===== src/design/stb_pkg.sv =====
// ---------------------------------------------------------------------------
// stb_pkg
// Sizes, codes and shared types of the soft timer bank.
// ---------------------------------------------------------------------------
`default_nettype none

package stb_pkg;

   // Bank size and derived widths
   localparam int NUM_TIMERS = 16;
   localparam int IDX_W      = (NUM_TIMERS > 1) ? $clog2(NUM_TIMERS) : 1;
   localparam int PTR_W      = $clog2(NUM_TIMERS + 1);

   // Field widths
   localparam int FUNC_W  = 2;
   localparam int INDEX_W = 8;
   localparam int LIMIT_W = 16;
   localparam int COUNT_W = 16;

   typedef enum logic [FUNC_W-1:0] {
      FUNC_START  = 2'd0,
      FUNC_CANCEL = 2'd1,
      FUNC_QUERY  = 2'd2,
      FUNC_TICK   = 2'd3
   } func_type;

   typedef logic [IDX_W-1:0] addr_type;

   // One timer entry as held in the memory
   typedef struct packed {
      logic               enabled;
      logic               expired;
      logic [COUNT_W-1:0] count;
      logic [LIMIT_W-1:0] limit;
   } entry_type;

   // Memory access from the sequencer
   typedef struct packed {
      logic      wr_en;
      addr_type  wr_addr;
      entry_type wr_data;
      logic      rd_en;
      addr_type  rd_addr;
   } mem_req_type;

   // Finished result from the sequencer
   typedef struct packed {
      logic valid;
      logic expired;
   } result_type;

   typedef enum logic [2:0] {
      ST_IDLE,
      ST_CANCEL_WB,
      ST_QUERY_RD,
      ST_TICK,
      ST_DONE
   } state_type;

endpackage

`default_nettype wire


===== src/design/stb_req_if.sv =====
// ---------------------------------------------------------------------------
// stb_req_if
// Request channel: operation beats into the timer bank.
// ---------------------------------------------------------------------------
`default_nettype none

interface stb_req_if;
   import stb_pkg::*;

   logic               valid;
   logic               ready;
   logic [FUNC_W-1:0]  func;
   logic [INDEX_W-1:0] timer_index;
   logic [LIMIT_W-1:0] limit;

   modport source (output valid, output func, output timer_index, output limit,
                   input ready);
   modport sink   (input valid, input func, input timer_index, input limit,
                   output ready);
endinterface

`default_nettype wire


===== src/design/stb_rsp_if.sv =====
// ---------------------------------------------------------------------------
// stb_rsp_if
// Response channel: one result beat per request beat.
// ---------------------------------------------------------------------------
`default_nettype none

interface stb_rsp_if;
   logic valid;
   logic ready;
   logic expired;

   modport source (output valid, output expired, input ready);
   modport sink   (input valid, input expired, output ready);
endinterface

`default_nettype wire


===== src/design/soft_timer_bank_unit.sv =====
// ---------------------------------------------------------------------------
// soft_timer_bank_unit
// Bank of one-shot software timers kept in a single entry memory.
// ---------------------------------------------------------------------------
//   channel  dir  fields                          beat
//   req_if   in   func, timer_index, limit        one operation
//   rsp_if   out  expired                         one result per operation
//
// A tick walks the entry memory one entry per cycle through its single
// read and single write port. Operations run one at a time.
// Reset is synchronous; the memory needs no clearing pass, unwritten
// entries read as zero. A stalled response sits in the output register
// while the next request is already taken.
// ---------------------------------------------------------------------------
`default_nettype none

module soft_timer_bank_unit (
   input wire logic clock,
   input wire logic reset,
   stb_req_if.sink  req_if,
   stb_rsp_if.source rsp_if
);
   import stb_pkg::*;

   mem_req_type mem_req;
   entry_type   rd_data;
   result_type  result;
   logic        out_free;
   logic        rsp_valid_ff, rsp_valid_in;
   logic        rsp_expired_ff;

   stb_ctrl u_ctrl (
      .clock    (clock),
      .reset    (reset),
      .req_if   (req_if),
      .mem_req  (mem_req),
      .rd_data  (rd_data),
      .result   (result),
      .out_free (out_free)
   );

   stb_mem u_mem (
      .clock   (clock),
      .reset   (reset),
      .mem_req (mem_req),
      .rd_data (rd_data)
   );

   // Output register: load a finished result when the slot drains
   assign out_free = !rsp_valid_ff || rsp_if.ready;

   always_comb begin
      rsp_valid_in = rsp_valid_ff;
      if (result.valid && out_free) begin
         rsp_valid_in = 1'b1;
      end else if (rsp_if.ready) begin
         rsp_valid_in = 1'b0;
      end
   end

   always_ff @(posedge clock) begin
      if (reset) begin
         rsp_valid_ff <= 1'b0;
      end else begin
         rsp_valid_ff <= rsp_valid_in;
      end
   end

   always_ff @(posedge clock) begin
      if (result.valid && out_free) begin
         rsp_expired_ff <= result.expired;
      end
   end

   assign rsp_if.valid   = rsp_valid_ff;
   assign rsp_if.expired = rsp_expired_ff;

endmodule

`default_nettype wire


===== src/design/stb_mem.sv =====
// ---------------------------------------------------------------------------
// stb_mem
// Timer entry memory: one write and one registered read port per cycle.
// Entries not yet written since reset read as all zero.
// ---------------------------------------------------------------------------
`default_nettype none

module stb_mem (
   input  wire logic                clock,
   input  wire logic                reset,
   input  wire stb_pkg::mem_req_type mem_req,
   output      stb_pkg::entry_type  rd_data
);
   import stb_pkg::*;

   entry_type              entry_mem [NUM_TIMERS];
   logic [NUM_TIMERS-1:0]  written_ff;
   entry_type              rd_data_ff;

   // Track which entries hold data since reset
   always_ff @(posedge clock) begin
      if (reset) begin
         written_ff <= '0;
      end else if (mem_req.wr_en) begin
         written_ff[mem_req.wr_addr] <= 1'b1;
      end
   end

   // Write port
   always_ff @(posedge clock) begin
      if (mem_req.wr_en) begin
         entry_mem[mem_req.wr_addr] <= mem_req.wr_data;
      end
   end

   // Registered read port; unwritten entries read as reset value
   always_ff @(posedge clock) begin
      if (mem_req.rd_en) begin
         rd_data_ff <= written_ff[mem_req.rd_addr] ? entry_mem[mem_req.rd_addr] : '0;
      end
   end

   assign rd_data = rd_data_ff;

endmodule

`default_nettype wire


===== src/design/stb_ctrl.sv =====
// ---------------------------------------------------------------------------
// stb_ctrl
// Operation sequencer: decodes request beats, runs read-modify-write
// passes over the entry memory and hands the result to the output stage.
// ---------------------------------------------------------------------------
`default_nettype none

module stb_ctrl (
   input  wire logic                 clock,
   input  wire logic                 reset,
   stb_req_if.sink                   req_if,
   output      stb_pkg::mem_req_type mem_req,
   input  wire stb_pkg::entry_type   rd_data,
   output      stb_pkg::result_type  result,
   input  wire logic                 out_free
);
   import stb_pkg::*;

   state_type        state_ff, state_in;
   logic [PTR_W-1:0] ptr_ff, ptr_in;
   addr_type         wb_addr_ff, wb_addr_in;
   addr_type         addr_ff, addr_in;
   logic             hit_ff, hit_in;
   logic             res_exp_ff, res_exp_in;
   logic             in_range;
   addr_type         req_addr;
   logic [COUNT_W-1:0] count_inc;
   entry_type        tick_entry;

   assign in_range = {1'b0, req_if.timer_index} < (INDEX_W + 1)'(NUM_TIMERS);
   assign req_addr = req_if.timer_index[IDX_W-1:0];

   // Advance one entry on a tick
   assign count_inc = rd_data.count + 1'b1;
   always_comb begin
      tick_entry = rd_data;
      if (rd_data.enabled && !rd_data.expired) begin
         tick_entry.count   = count_inc;
         tick_entry.expired = (count_inc >= rd_data.limit);
      end
   end

   always_ff @(posedge clock) begin
      if (reset) begin
         state_ff <= ST_IDLE;
      end else begin
         state_ff <= state_in;
      end
   end

   always_ff @(posedge clock) begin
      ptr_ff     <= ptr_in;
      wb_addr_ff <= wb_addr_in;
      addr_ff    <= addr_in;
      hit_ff     <= hit_in;
      res_exp_ff <= res_exp_in;
   end

   // Next state, memory accesses and handshake
   always_comb begin
      state_in     = state_ff;
      ptr_in       = ptr_ff;
      wb_addr_in   = wb_addr_ff;
      addr_in      = addr_ff;
      hit_in       = hit_ff;
      res_exp_in   = res_exp_ff;
      mem_req      = '0;
      result       = '0;
      req_if.ready = 1'b0;

      case (state_ff)
         ST_IDLE: begin
            // take no beat while reset is held
            req_if.ready = !reset;
            if (req_if.valid) begin
               addr_in    = req_addr;
               hit_in     = in_range;
               res_exp_in = 1'b0;
               case (func_type'(req_if.func))
                  FUNC_START: begin
                     mem_req.wr_en           = in_range;
                     mem_req.wr_addr         = req_addr;
                     mem_req.wr_data.enabled = 1'b1;
                     mem_req.wr_data.expired = 1'b0;
                     mem_req.wr_data.count   = '0;
                     mem_req.wr_data.limit   = req_if.limit;
                     state_in                = ST_DONE;
                  end
                  FUNC_CANCEL: begin
                     mem_req.rd_en   = in_range;
                     mem_req.rd_addr = req_addr;
                     state_in        = ST_CANCEL_WB;
                  end
                  FUNC_QUERY: begin
                     mem_req.rd_en   = in_range;
                     mem_req.rd_addr = req_addr;
                     state_in        = ST_QUERY_RD;
                  end
                  FUNC_TICK: begin
                     mem_req.rd_en   = 1'b1;
                     mem_req.rd_addr = '0;
                     wb_addr_in      = '0;
                     ptr_in          = PTR_W'(1);
                     state_in        = ST_TICK;
                  end
                  default: begin
                     state_in = ST_DONE;
                  end
               endcase
            end
         end

         // Disable and clear expiry, keep count and limit
         ST_CANCEL_WB: begin
            mem_req.wr_en           = hit_ff;
            mem_req.wr_addr         = addr_ff;
            mem_req.wr_data         = rd_data;
            mem_req.wr_data.enabled = 1'b0;
            mem_req.wr_data.expired = 1'b0;
            state_in                = ST_DONE;
         end

         ST_QUERY_RD: begin
            res_exp_in = hit_ff & rd_data.expired;
            state_in   = ST_DONE;
         end

         // Write back the previous entry while reading the next one
         ST_TICK: begin
            mem_req.wr_en   = 1'b1;
            mem_req.wr_addr = wb_addr_ff;
            mem_req.wr_data = tick_entry;
            if (ptr_ff == PTR_W'(NUM_TIMERS)) begin
               state_in = ST_DONE;
            end else begin
               mem_req.rd_en   = 1'b1;
               mem_req.rd_addr = ptr_ff[IDX_W-1:0];
               wb_addr_in      = ptr_ff[IDX_W-1:0];
               ptr_in          = ptr_ff + 1'b1;
            end
         end

         // Hold the result until the output stage takes it
         ST_DONE: begin
            result.valid   = 1'b1;
            result.expired = res_exp_ff;
            if (out_free) begin
               state_in = ST_IDLE;
            end
         end

         default: begin
            state_in = ST_IDLE;
         end
      endcase
   end

endmodule

`default_nettype wire


===== src/flat_wrapper.sv =====
// flat-port wrapper written by rule: the top's interface ports become plain ports
module soft_timer_bank_unit_flat import stb_pkg::*;
  (clock, reset, req_if_valid, req_if_func, req_if_timer_index, req_if_limit, req_if_ready, rsp_if_valid, rsp_if_expired, rsp_if_ready);
  stb_req_if req_if_i ();
  stb_rsp_if rsp_if_i ();
  input wire logic clock;
  input wire logic reset;
  input wire logic [$bits(req_if_i.valid)-1:0] req_if_valid;
  input wire logic [$bits(req_if_i.func)-1:0] req_if_func;
  input wire logic [$bits(req_if_i.timer_index)-1:0] req_if_timer_index;
  input wire logic [$bits(req_if_i.limit)-1:0] req_if_limit;
  output wire logic [$bits(req_if_i.ready)-1:0] req_if_ready;
  output wire logic [$bits(rsp_if_i.valid)-1:0] rsp_if_valid;
  output wire logic [$bits(rsp_if_i.expired)-1:0] rsp_if_expired;
  input wire logic [$bits(rsp_if_i.ready)-1:0] rsp_if_ready;
  assign req_if_i.valid = req_if_valid;
  assign req_if_i.func = req_if_func;
  assign req_if_i.timer_index = req_if_timer_index;
  assign req_if_i.limit = req_if_limit;
  assign req_if_ready = req_if_i.ready;
  assign rsp_if_valid = rsp_if_i.valid;
  assign rsp_if_expired = rsp_if_i.expired;
  assign rsp_if_i.ready = rsp_if_ready;
  soft_timer_bank_unit u_core (.clock(clock), .reset(reset), .req_if(req_if_i), .rsp_if(rsp_if_i));
endmodule

===== config.mk =====
export PLATFORM = sky130hd
export DESIGN_NAME = soft_timer_bank_unit_flat
export DESIGN_NICKNAME = d
export VERILOG_FILES = /design/src/design/stb_pkg.sv /design/src/design/stb_req_if.sv /design/src/design/stb_rsp_if.sv /design/src/design/soft_timer_bank_unit.sv /design/src/design/stb_mem.sv /design/src/design/stb_ctrl.sv /design/src/flat_wrapper.sv
export SDC_FILE = /design/constraint.sdc
export NUM_CORES = 1
export LEC_CHECK = 0
export BUFFER_PORTS_ARGS = -buffer_cell sky130_fd_sc_hd__buf_2
export CAP_MARGIN = 5
export CORE_ASPECT_RATIO = 1.4
export CORE_MARGIN = 8
export CORE_UTILIZATION = 40
export CTS_CLUSTER_DIAMETER = 30
export DETAILED_ROUTE_END_ITERATION = 6
export GPL_TIMING_DRIVEN = 0
export PLACE_DENSITY_LB_ADDON = 0.15
export SLEW_MARGIN = 40
export SYNTH_ARGS = -nofsm -noshare
export SYNTH_HDL_FRONTEND = slang
export SYNTH_SLANG_ARGS = --single-unit

===== constraint.sdc =====
create_clock -name clock -period 13.3 [get_ports clock]
set_clock_uncertainty 0.15 [all_clocks]
set_input_delay 2.66 -clock clock [delete_from_list [all_inputs] [get_ports clock]]
set_output_delay 2.66 -clock clock [all_outputs]
set_load 0.05 [all_outputs]

== Word level (Yosys, flattened, before mapping) ==
Memories as Yosys holds them, arrays and structs flattened. A register that Yosys moved wholly into a read port is not among the register bits.
Index checks and enable logic that the tools add are counted.

* Memories: 1
* Logic and storage cells: 83
* Memory bits (writable): 544
* Input bits: 30
* Output and inout bits: 3
* Register bits after elaboration: 36

* Bitwise operators: 2
* $lt $le $gt $ge: 5
* Mux-type cells: 32
* Reductions and logical operators: 19
* Eq/ne operators: 13
* Add/subtract/negate cells: 2

{| class="wikitable"
|+ Memories
! name !! depth !! width !! rd ports !! clocked after memory_dff !! write ports !! RTL line !! RTL
|-
| u_core.u_mem.entry_mem || 16 || 34 || 1 || 1 || 1 || stb_mem.sv:16 || <nowiki>entry_type entry_mem [NUM_TIMERS];</nowiki>
|}

{| class="wikitable"
|+ Operators by type and width
! kind !! number
|-
| 39-bit case mux with 3 select lines || 1
|-
| 44-bit 2-to-1 mux || 1
|-
| 39-bit 2-to-1 mux || 1
|-
| 5-bit case mux with 2 select lines || 3
|-
| 3-bit case mux with 4 select lines || 2
|-
| 5-bit 2-to-1 mux || 4
|-
| 17-bit 2-to-1 mux || 1
|-
| 16-bit by 1-bit adder with 16-bit output (second input constant) || 1
|-
| 16-bit greater-or-equal comparator || 1
|-
| 16-bit OR || 1
|-
| 4-bit 2-to-1 mux || 3
|-
| 4-bit by 5-bit less-than comparator with 1-bit output (second input constant) || 2
|-
| 3-bit 2-to-1 mux || 3
|-
| 8-bit by 5-bit less-than comparator with 1-bit output (second input constant) || 1
|-
| 1-bit 2-to-1 mux || 8
|-
| 4-bit case mux with 2 select lines || 1
|-
| 3-bit by 2-bit == test with 1-bit output (second input constant) || 2
|-
| 2-bit != test (second input constant) || 3
|-
| 2-bit nonzero test || 3
|-
| 5-bit by 1-bit adder with 5-bit output (second input constant) || 1
|-
| 5-bit == test (second input constant) || 1
|-
| 1-bit binary-select mux with 4-bit select || 1
|-
| 1-bit demux with 4-bit select || 1
|-
| 2-bit == test (second input constant) || 2
|-
| 17 further kinds || 25
|}

== Longest topological paths before layout ==
Gate-level depths: netlist of the first run.

* Word-level depth: 10
* Gate-level depth with buffers: 15
* Mapped depth without buffers: 15

== Hierarchy ==
A second synthesis of the first run with hierarchy kept.

* Cell total of the unflattened synthesis: 1250
* Area total of the unflattened synthesis: 24369.6 µm²

{| class="wikitable"
|+ By module, submodules not included
! module !! instances !! seq. area each (µm²) !! cells each !! area an instance (µm²)
|-
| stb_mem || 1 || 17677.0 || 949 || 22069.9
|-
| stb_ctrl || 1 || 510.5 || 295 || 2214.6
|-
| soft_timer_bank_unit || 1 || 50.0 || 6 || 85.1
|}

== Least setup slack after synthesis of the first run ==
No wires, ideal clock.

* Path type: in2reg
* From: input req_if_valid
* To: memory u_core.u_mem.entry_mem[15][0] (netlist name), enable pin
* Path buffers: 1
* Data arrival time: 7326 ps
* Cell stages on the path: 7
* Path slack: 5311 ps
* Setup time: 513 ps
* Required time: 12637 ps
* Path through: or4b_1 -> buf_2 -> clkinv_2 -> and2_1 -> a21oi_1 -> or2_2 -> nor4_1

* Cells in the longest elaborated chain, start to end: 4

{| class="wikitable"
|+ RTL lines
! what !! RTL line !! RTL
|-
| from (decl) || flat_wrapper.sv:8 || <nowiki>input wire logic [$bits(req_if_i.valid)-1:0] req_if_valid;</nowiki>
|-
| 44-bit 2-to-1 mux (*) || stb_ctrl.sv:75 || <nowiki>if (req_if.valid) begin</nowiki>
|-
| 39-bit case mux with 3 select lines (*) || stb_ctrl.sv:71 || <nowiki>case (state_ff)</nowiki>
|-
| 1-bit 2-to-1 mux || stb_mem.sv:31 || <nowiki>if (mem_req.wr_en) begin</nowiki>
|-
| 1-bit 2-to-1 mux (not written as such) || stb_mem.sv:32 || <nowiki>entry_mem[mem_req.wr_addr] <= mem_req.wr_data;</nowiki>
|-
| to (decl) || stb_mem.sv:16 ||
|}

Every way passes the cells marked *; elsewhere a longest branch is shown, timed or not.

== Worst setup path after layout of the first run ==
* From: input reset
* To: output req_if_ready

* Cells in the longest elaborated chain, start to end: 2

{| class="wikitable"
|+ RTL lines
! what !! RTL line !! RTL
|-
| from (decl) || flat_wrapper.sv:7 || <nowiki>input wire logic reset;</nowiki>
|-
| 1-bit logical NOT || stb_ctrl.sv:74 || <nowiki>req_if.ready = !reset;</nowiki>
|-
| 1-bit 2-to-1 mux || stb_ctrl.sv:71 ||
|-
| to (decl) || flat_wrapper.sv:12 || <nowiki>output wire logic [$bits(req_if_i.ready)-1:0] req_if_ready;</nowiki>
|}

Every way passes these cells.

==> impl_metrics.yaml, run 1 <==
run_status:
  status: "complete, no violations"
global_routing:
  grt_pass1_vias: 17600
  gr-total-overflow: 0
  grt_use_total_pct: 21.4
  antenna_found_initial: 0
  grt_max_degree: 22
  grt_pass1_wl_mm: 114
floorplan:
  dieArea_um2: 71600
  fp.dieW_um: 228
  rows: 109
  core-area_um2: 62900
  ios: 33
  dieHeight_um: 313
  initial_utilization_pct: 40.2
sta:
  setup_ws_ps: 6910
  fmax_mhz: 157
  fin_crit_sh_pct: 48.0
  rsz0062_at_grt: "false"
  hold_viol_final: 0
  setup-violations-final: 0
  final.setup.tns_ps: 0
  max_slew_margin_pct: 41.3
  finalMaxSlewViolations: 0
  worst_slew_pin_slew_ps: 880
  finalCriticalPeriod_ps: 6390
cts:
  root_buffer: "clkbuf_16"
  clkLatencyLatePin_ps: 640
  clock-sinks: 614
  htreeDepth: 3
  ctsResizeCount: 0
  clockBufferDepth: 3
  cts_buffers: 101
  postCtsSetupBuffers: 0
  cts_hold_buf: 0
  cts_tree: "yes"
  path_clk_slew_ps: 50
placed_design:
  dpl.hpwl_mm: 54.2
  dpl_worst_slack_ps: 6670
  dpl_cell_area_um2: 27500
  port_buffers: 32
  gp_congestion: 0.848
  dp_cells: 2895
power_and_ir_drop:
  p_int_uw: 3840
  powerDensity_nw_per_um2: 162
  pwr-share-seq_pct: 42.6
  switching_share_pct: 23.3
  pwr-share-comb_pct: 5.3
  ir_drop_mv: 0.104
  power_frac_clock_pct: 52.1
  switchingPower_uw: 1170
  power.leakage_uw: 0.0107
logic_synthesis:
  synthFlopType: "edfxtp_1"
  yosys.area.top_type: "edfxtp_1"
  synth-edff-count: 594
  synth_area_leaders: "edfxtp_1 (71%), nand2_1 (5.8%), nand3_1 (3.6%)"
  ys_ff_latch: 614
  ys_seq_area_share_pct: 72.2
  synth_cell_types: 52
  synthesis.area_um2: 25300
  async_flop_share_pct: 0
  syn_area_per_cell_um2: 12.8
  synth_cells: 1975
  synth_top_area_share_pct: 70.6
  yosys_warnings: 0
  syn_nets: 2029
final_layout:
  diodes: 0
  syn_to_final_growth_pct: 22.5
  nNetsFinal: 2220
  drive_gt1_share_pct: 15.9
  fillers: 5398
  finalNonFillerCells: 3081
  design_area_um2: 31000
worst_setup_path:
  slowest_stage: "buf_2"
  arrival_ps: 3580
  end_kind: "output port"
  crit_type: "in2out"
  cp_common_cell: "buf_2"
  start_kind: "input port"
  critPathRequiredTime_ps: 10490
  critPathMaxStageDelay_ps: 310
  path_cells: "buf_2 -> clkbuf_1 -> nor4_1 -> buf_2"
  path_max_fanout: 10
drt:
  dr.pass1.iters: 5
  drt_iter0_drc: 1400
  drc: 0
  num_vias: 17100
  via_per_inst: 5.55
  wirelength_mm: 77.5
  detail_route.wl_per_cell_um: 25.2
  postRouteAntennaNets: 0
worst_hold_path:
  hold_path.class: "reg2reg"
job:
  maxCapViolCount: 0
## cells in the final DEF (no fill, tap or decap), types with 13 or more instances in the layout
cell type,synthesis,routed
a2111oi_0,33,32
nor2_4,0,14
nand3_1,184,184
o21ai_0,56,37
nand4_1,105,105
inv_1,24,24
buf_2,25,67
edfxtp_1,594,594
mux2i_1,52,52
buf_8,3,17
buf_4,1,15
nand2_1,393,393
inv_6,0,20
nor2_1,170,149
nor3_1,40,40
clkinvlp_4,0,16
ha_1,24,24
a21oi_1,29,26
o21ai_2,0,19
nand2b_1,13,13
clkbuf_16,0,101
a31oi_1,36,35
buf_16,0,15
dfxtp_1,20,20
xor2_1,15,15
clkbuf_1,82,79
## kinds of logic after synthesis
family / share of synthesized area (%)
AOI/OAI and AO/OA: 4.35
xor gates and xnor gates: 0.763
adders and majority gates: 1.19
buffers and inverters: 2.72
DFF: 72.2
muxes: 2.12
and+or+nand+nor: 16.7
## registers in the layout, indices dropped and copies added, names as in the netlist, 3 cells and up
signal,cells
u_core.u_ctrl.addr_ff,4
u_core.u_mem.entry_mem,544
u_core.u_ctrl.state_ff,3
u_core.u_mem.written_ff,16
u_core.u_ctrl.ptr_ff,5
u_core.u_mem.rd_data,34
u_core.u_ctrl.wb_addr_ff,4
## synthesized netlist by cell type, types with 2 or more instances
library cell / number
nand3b_1: 2
nor2b_1: 10
buf_6: 5
o221ai_1: 2
ha_1: 24
xnor2_1: 7
a21oi_1: 29
a31oi_1: 36
clkbuf_1: 82
xor2_1: 15
nor2_1: 170
a21o_1: 2
nand2_1: 393
a2111oi_0: 33
o21ai_0: 56
nand2b_1: 13
or3_1: 2
dfxtp_1: 20
buf_1: 8
and2_1: 8
inv_1: 24
nor3_1: 40
o21a_1: 2
o211ai_1: 3
nand3_1: 184
nor4_1: 5
buf_2: 25
edfxtp_1: 594
nand4_1: 105
buf_8: 3
mux2i_1: 52
## cell type report
type / count / area [um2] / share of cell area (%)
Multi-Input combinational cell: 1211 / 6590 / 21.3
Buffer: 125 / 598 / 1.93
Tap cell: 832 / 1040 / 3.36
Inverter: 25 / 95.1 / 0.307
Clock buffer: 103 / 2530 / 8.19
Clock inverter: 83 / 883 / 2.85
Timing Repair Buffer: 88 / 981 / 3.17
Sequential cell: 614 / 18200 / 58.9
## critical path: cells and delay by family
kind | cells | cell delay (ps)
buf+inv | 3 | 670
simple gates | 1 | 240
## layer usage
| metal | vias to the layer above | track usage [%] | wire, um |
|---|---|---|---|
| li1 | 7738 | - | - |
| met1 | 8563 | 24.7 | 29300 |
| met2 | 633 | 39.1 | 40500 |
| met3 | 168 | 3.27 | 4660 |
| met4 | 0 | 9.43 | 3050 |
| met5 | - | 0 | 0 |
## final timing paths
path / from / endpoint / slack [ps] / cells after the start
hold reg to reg: u_core.u_mem.written_ff[0]$_SDFFE_PP0P_ / u_core.u_mem.written_ff[0]$_SDFFE_PP0P_ / 320 / 2
hold / removal: u_core.u_mem.written_ff[0]$_SDFFE_PP0P_ / u_core.u_mem.written_ff[0]$_SDFFE_PP0P_ / 320 / 2
setup / recovery: reset / req_if_ready / 6910 / 4
setup reg to reg: u_core.u_ctrl.state_ff[2]$_SDFFE_PP0P_ / u_core.u_mem.rd_data[31]$_SDFFCE_PN0P_ / 8980 / 10
## stage by stage
| stage | hold WS (ps) | utilization (%) | total power, uW |
|---|---|---|---|
| 2_1_floorplan | 286 | - | 2320 |
| 4_1_cts | 317 | 49.2 | 5040 |
| 6_report | 316 | 49.3 | 5020 |
| 3_5_place_dp | 302 | 43.8 | 2440 |
| 5_1_grt | 353 | 49.3 | 5150 |
| 3_3_place_gp | 299 | 42.1 | 2430 |
## power by group through the flow
stage                     Combinational, uW  Clock (uW)  Sequential [uW]
after floorplan                         145           0             2180
after global placement                  249           0             2180
after detailed placement                265           0             2180
after CTS                               266        2640             2140
after global routing                    286        2730             2140
final                                   266        2610             2140
No activity file was read; power rests on OpenSTA's default activity.
==> run 2: changes to the inputs <==
--- a/config.mk
+++ b/config.mk
@@ -5,6 +5,7 @@
 export SDC_FILE = /design/constraint.sdc
 export NUM_CORES = 1
 export LEC_CHECK = 0
+export ABC_AREA = 1
 export BUFFER_PORTS_ARGS = -buffer_cell sky130_fd_sc_hd__buf_2
 export CAP_MARGIN = 5
 export CORE_ASPECT_RATIO = 1.4
==> constraint.sdc (replaced) <==
create_clock -name clock -period 5.85 [get_ports clock]
set_clock_uncertainty 0.15 [all_clocks]
set_input_delay 1.17 -clock clock [delete_from_list [all_inputs] [get_ports clock]]
set_output_delay 1.17 -clock clock [all_outputs]
set_load 0.05 [all_outputs]
==> run 2 against run 1 <==
  * Count of clock-buffer cells in the layout increased by 16
  * Sequential share of layout area fell by 6.5 points
  * Cell count increased by 27%
  * Combinational power rose to 9.0 times the previous value
  * Global-route usage is 3.3 points higher
  * Clock power increased by 150%
  * Power increased to 2.8 times the previous value
  * Highest routed layer is now met5
  * Critical endpoint is now u_core.u_mem.rd_data[4]$_SDFFCE_PN0P_
  * Largest cell class unchanged
  * Largest power group unchanged
==> impl_metrics.yaml, run 2 <==
run_status:
  status: "complete, no violations"
drt:
  wirelength_mm: 98.4
  drc: 0
  num_vias: 21100
  dr.pass1.iters: 6
  via_per_inst: 5.38
  detail_route.wl_per_cell_um: 25.1
  postRouteAntennaNets: 0
  drt_iter0_drc: 1888
worst_setup_path:
  timing.rr.end: "u_core.u_mem.rd_data[4]$_SDFFCE_PN0P_"
  critPathMaxStageDelay_ps: 660
  rrSetupSlack_ps: 1970
  path_cells: "inv_1 -> ha_1 -> nand2_1 -> inv_1 -> nand2_1 -> nand2_1 -> nor2_1 -> nor2_2 -> buf_2 -> buf_1 -> nand3_1 -> nand3_1 -> nand3_1 -> nand2_1 -> nand2_1 -> inv_1"
  crit-reg2reg-launch: "u_core.u_ctrl.ptr_ff[1]$_SDFFCE_PN0P_"
  crit_type: "reg2reg"
  path_max_fanout: 10
  end_kind: "flip-flop"
  start_kind: "flip-flop"
  r2r_cells: 16
  slowest_stage: "buf_1"
  critPathRequiredTime_ps: 6230
  cp_common_cell: "nand2_1"
  arrival_ps: 4260
logic_synthesis:
  syn_nets: 2741
  ys_ff_latch: 614
  ys_seq_area_share_pct: 64.9
  async_flop_share_pct: 0
  yosys-top-cells-count: "edfxtp_1 (594), nand3_1 (586), nand2_1 (508)"
  synth_cells: 2687
  synth_area_leaders: "edfxtp_1 (64%), nand3_1 (10%), nand2_1 (6.8%)"
  yosysMostFrequentCell: "edfxtp_1"
  synthFlopType: "edfxtp_1"
  synth_top_area_share_pct: 63.5
  synthesis.area_um2: 28100
  yosys.area.top_type: "edfxtp_1"
  syn_area_per_cell_um2: 10.5
  synth-edff-count: 594
  yosys_warnings: 0
  synth_cell_types: 38
floorplan:
  initial_utilization_pct: 40.2
  dieArea_um2: 79100
  rows: 115
  fp.dieW_um: 240
  dieHeight_um: 330
  core-area_um2: 69900
  ios: 33
global_routing:
  antenna_found_initial: 2
  grt_pass1_vias: 20700
  grt_max_degree: 35
  grt_pass1_wl_mm: 140
  grt_use_total_pct: 24.7
  gr-total-overflow: 0
final_layout:
  nNetsFinal: 2947
  final_cell_mix: "edfxtp_1 (594), nand3_1 (586), nand2_1 (507)"
  top_register: "u_core.u_mem.entry_mem"
  diodes: 0
  finalNonFillerCells: 3923
  layout_commonest_cell: "edfxtp_1"
  post-route-util_pct: 49.8
  syn_to_final_growth_pct: 24.0
  seq_area_um2: 18200
  multi_input_area_um2: 7850
  drive_gt1_share_pct: 16.1
  largest_reg_flops: 544
  fillers: 6282
placed_design:
  dpl_worst_slack_ps: 1430
  dpl.hpwl_mm: 69.9
  dp_cells: 3717
  gp_congestion: 0.899
  port_buffers: 31
power_and_ir_drop:
  p_int_uw: 9930
  switching_share_pct: 29.4
  pwr-share-seq_pct: 37.1
  switchingPower_uw: 4130
  power.leakage_uw: 0.0141
  power_frac_clock_pct: 45.9
  powerDensity_nw_per_um2: 404
  ir_drop_mv: 0.239
  p_total_uw: 14100
  pwr-share-comb_pct: 17.1
cts:
  ctsResizeCount: 0
  path_clk_slew_ps: 50
  cts_buffers: 110
  cts_tree: "yes"
  clkLatencyLatePin_ps: 670
  root_buffer: "clkbuf_16"
  htreeDepth: 3
  postCtsSetupBuffers: 0
  clockBufferDepth: 3
  clock-sinks: 614
  cts_hold_buf: 0
sta:
  max_slew_margin_pct: 43.4
  finalCriticalPeriod_ps: 3880
  holdWs_ps: 319
  fin_crit_sh_pct: 66.4
  worst_slew_pin_slew_ps: 849
  fmax_mhz: 258
  rsz0062_at_grt: "false"
  setup_ws_ps: 1970
  finalMaxSlewViolations: 0
  hold_viol_final: 0
  setup-violations-final: 0
worst_hold_path:
  min-delay-start: "u_core.u_mem.written_ff[0]$_SDFFE_PP0P_"
  worstHoldEndpoint: "u_core.u_mem.written_ff[0]$_SDFFE_PP0P_"
  hold_path.class: "reg2reg"
  hold_depth: 2
job:
  maxCapViolCount: 0
-- run 2: cell types whose count changed after synthesis, moves of 66 or more --
cell,before,now
nand2_1,393,508
nand3b_1,2,173
inv_1,24,418
nand3_1,184,586
nand4_1,105,5
buf_2,25,113
nor2_1,170,74
clkbuf_1,82,16
-- run 2: worst max-delay path by stage --
stage | start | endpoint | cells past startpoint
after floorplan | req_if_func[0] | u_core.u_mem.entry_mem[7][0]$_DFFE_PP_ | 10
after global placement | req_if_func[0] | u_core.u_mem.entry_mem[3][0]$_DFFE_PP_ | 10
after detailed placement | req_if_func[0] | u_core.u_mem.entry_mem[12][27]$_DFFE_PP_ | 12
after CTS | u_core.u_ctrl.ptr_ff[1]$_SDFFCE_PN0P_ | u_core.u_mem.rd_data[5]$_SDFFCE_PN0P_ | 16
after global routing | u_core.u_ctrl.ptr_ff[1]$_SDFFCE_PN0P_ | u_core.u_mem.rd_data[5]$_SDFFCE_PN0P_ | 16
final | u_core.u_ctrl.ptr_ff[1]$_SDFFCE_PN0P_ | u_core.u_mem.rd_data[4]$_SDFFCE_PN0P_ | 16
-- run 2: final cells by class --
type / count / area share, %
sequential: 614 / 52.4
multi-input combinational: 1491 / 22.6
clock buffer: 119 / 8.00
inverter: 428 / 4.64
timing repair buffer: 94 / 3.92
tap: 936 / 3.36
clock inverter: 87 / 2.91
buffer: 154 / 2.23
-- run 2: metrics by stage --
| stage | cell area, um2 | TNS [ps] |
|---|---|---|
| after floorplan | 28100 | 0 |
| after global placement | 29400 | -490220 |
| after detailed placement | 31000 | 0 |
| after CTS | 34800 | 0 |
| after global routing | 34800 | 0 |
| final | 34800 | 0 |
-- run 2: critical path, delay by kind of cell, from the launching register on --
kind,cells,cell delay (ps)
simple gates,10,1460
fa+ha+maj,1,210
buf+inv,5,1510
flops,1,410
-- run 2: cells by family (layout without fill, tap and decap cells) --
family                   after synthesis  after routing  share of synthesized area (%)
XOR/XNOR                               8              8                          0.249
flip-flops                           614            614                           64.9
AO/OA/AOI/OAI                         89             89                           1.76
AND/OR/NAND/NOR                     1370           1370                           23.5
buffers and inverters                582            882                           8.47
adder cells (fa/ha/maj)               24             24                           1.07
-- run 2: power groups by stage --
stage                     clock, uW  sequential [uW]  combinational, uW
after CTS                      6530             5210               2370
final                          6450             5210               2400
after floorplan                   0             5290               1280
after global placement            0             5320               2140
after detailed placement          0             5290               2360
after global routing           6710             5210               2560
-- run 2: layer usage --
layer | up-vias | track usage, % | wire [um]
met3 | 285 | 3.54 | 6910
met1 | 10300 | 29.4 | 37400
li1 | 9542 | - | -
met5 | - | 0 | 27
met4 | 4 | 15.4 | 6370
met2 | 995 | 41.8 | 47700
==> run 3: changes to the inputs <==
==> constraint.sdc (replaced) <==
create_clock -name clock -period 3.66 [get_ports clock]
set_clock_uncertainty 0.15 [all_clocks]
set_input_delay 0.732 -clock clock [delete_from_list [all_inputs] [get_ports clock]]
set_output_delay 0.732 -clock clock [all_outputs]
set_load 0.05 [all_outputs]
==> run 3 against run 2 <==
  * Fmax rose by 11%
  * Sequential power rose by 60%
  * Design area about the same
  * Utilization barely moved
  * Cell count rose by 0.23%
  * Wire length down 0.13%
  * Count of clock-buffer cells in the layout is 5 lower
  * Combinational power rose by 60%
  * Highest routed layer is now met4
==> impl_metrics.yaml, run 3 (synthesized netlist as in run 2, its figures left out) <==
power_and_ir_drop:
  powerDensity_nw_per_um2: 641
  ir_drop_mv: 0.411
  power.leakage_uw: 0.0141
final_layout:
  drive_gt1_share_pct: 16.9
  finalNonFillerCells: 3932
  syn_to_final_growth_pct: 23.9
  nNetsFinal: 2956
  top_register: "u_core.u_mem.entry_mem"
  seq_area_um2: 18200
  design_area_um2: 34800
  fillers: 6321
  largest_reg_flops: 544
  layout_commonest_cell: "edfxtp_1"
  final_cell_mix: "edfxtp_1 (594), nand3_1 (586), nand2_1 (506)"
  multi_input_area_um2: 7880
placed_design:
  dpl_cell_area_um2: 31000
  port_buffers: 31
  gp_congestion: 0.920
  dp_cells: 3719
  dpl.hpwl_mm: 69.3
  dpl_worst_slack_ps: -413
sta:
  setup-violations-final: 0
  worst_slew_pin_slew_ps: 844
  finalCriticalPeriod_ps: 3500
  hold_viol_final: 0
  finalMaxSlewViolations: 0
  fmax_mhz: 285
  max_slew_margin_pct: 43.7
  fin_crit_sh_pct: 95.7
  final.setup.tns_ps: 0
  setup_ws_ps: 156
worst_setup_path:
  critPathMaxStageDelay_ps: 410
  path_max_fanout: 10
  timing.rr.end: "u_core.u_mem.rd_data[25]$_SDFFCE_PN0P_"
  crit-reg2reg-launch: "u_core.u_ctrl.ptr_ff[1]$_SDFFCE_PN0P_"
  arrival_ps: 3910
  crit_type: "reg2reg"
  critPathRequiredTime_ps: 4070
  cp_common_cell: "nand2_1"
  start_kind: "flip-flop"
  rrSetupSlack_ps: 160
  end_kind: "flip-flop"
  slowest_stage: "edfxtp_1"
  path_cells: "inv_1 -> ha_1 -> nand2_1 -> inv_1 -> nand2_1 -> nand2_1 -> nor2_1 -> nor2_2 -> clkbuf_4 -> buf_1 -> nand3_1 -> nand3_1 -> nand3_1 -> nand2_1 -> nand2_1 -> inv_2"
  r2r_cells: 16
floorplan:
  dieArea_um2: 79100
  dieHeight_um: 330
  ios: 33
  core-area_um2: 69900
  initial_utilization_pct: 40.2
  fp.dieW_um: 240
  rows: 115
worst_hold_path:
  hold_path.class: "in2reg"
  hold_depth: 1
  min-delay-start: "req_if_timer_index[2]"
  worstHoldEndpoint: "u_core.u_ctrl.addr_ff[2]$_DFFE_PP_"
cts:
  cts_buffers: 107
  cts_tree: "yes"
  root_buffer: "clkbuf_16"
  cts_hold_buf: 0
  htreeDepth: 3
  clockBufferDepth: 3
  clock-sinks: 614
  path_clk_slew_ps: 50
  clkLatencyLatePin_ps: 680
drt:
  detail_route.wl_per_cell_um: 25.0
  via_per_inst: 5.36
  postRouteAntennaNets: 0
  num_vias: 21100
  wirelength_mm: 98.3
  dr.pass1.iters: 5
  drc: 0
  drt_iter0_drc: 1906
global_routing:
  grt_pass1_wl_mm: 139
  grt_use_total_pct: 24.6
  grt_pass1_vias: 20500
  antenna_found_initial: 2
  grt_max_degree: 35
  gr-total-overflow: 0
run_status:
  status: "complete, no violations"
job:
  maxCapViolCount: 0
==> run 3: cell types whose count changed in the layout (fill, tap and decap cells not counted), sizes merged <==
| cell | previous run | this run |
|---|---|---|
| inv | 441 | 449 |
| buf | 232 | 239 |
| clkinvlp | 17 | 12 |
| bufinv | 15 | 13 |
| diode | 0 | 2 |
| clkinv | 42 | 41 |
==> run 3: final cells by class <==
cell class / count / area share, %
Antenna cell: 2 / 0.0144
Sequential cell: 614 / 52.4
Clock buffer: 114 / 7.86
Buffer: 154 / 2.27
Timing Repair Buffer: 106 / 4.07
Inverter: 428 / 4.64
Multi-Input combinational cell: 1491 / 22.6
Clock inverter: 87 / 2.74
Tap cell: 936 / 3.36
==> run 3: power by group <==
group	switching [uW]	internal, uW	total, uW
Sequential	79.4	8240	8320
Combinational	2830	1020	3850
Clock	3720	6410	10100
Total	6630	15700	22300
==> run 3: worst max-delay path by stage <==
stage / endpoint / startpoint / cells after the start / slack, ps
2_1_floorplan: u_core.u_mem.entry_mem[12][0]$_DFFE_PP_ / req_if_func[0] / 9 / -180
3_3_place_gp: u_core.u_mem.entry_mem[11][27]$_DFFE_PP_ / req_if_func[0] / 10 / -3160
3_5_place_dp: u_core.u_mem.rd_data[13]$_SDFFCE_PN0P_ / req_if_func[0] / 14 / -410
4_1_cts: u_core.u_mem.rd_data[33]$_SDFFCE_PN0P_ / u_core.u_ctrl.ptr_ff[1]$_SDFFCE_PN0P_ / 16 / 10
5_1_grt: u_core.u_mem.rd_data[25]$_SDFFCE_PN0P_ / u_core.u_ctrl.ptr_ff[1]$_SDFFCE_PN0P_ / 16 / -10
6_report: u_core.u_mem.rd_data[25]$_SDFFCE_PN0P_ / u_core.u_ctrl.ptr_ff[1]$_SDFFCE_PN0P_ / 16 / 160
==> run 3: repair_timing <==
action / 4_1_cts / 5_1_grt
gates resized for setup: 4 / 13
endpoints found under the setup margin: 27 / 86
buffers inserted: 0 / 10
pin swaps: 0 / 3
==> run 3: metrics by stage <==
stage          hold slack (ps)  power [uW]  util, %
2_1_floorplan              281       10500        -
3_3_place_gp               294       11900     42.1
3_5_place_dp               305       12200     44.3
4_1_cts                    100       22300     49.6
5_1_grt                    123       22900     49.8
6_report                   127       22300     49.8
==> run 3: worst max-delay path, delay by kind of cell, from the launching register on <==
| family | cells | cell delay (ps) |
|---|---|---|
| fa+ha+maj | 1 | 180 |
| buf+inv | 5 | 1110 |
| flops | 1 | 410 |
| simple gates | 10 | 1500 |
==> run 3: metal layers <==
metal	routed length [um]	GRT usage, %	vias up
li1	-	-	9568
met1	37700	29.7	10300
met2	47700	41.8	944
met3	7090	3.43	247
met4	5830	14.0	0
met5	0	0	-
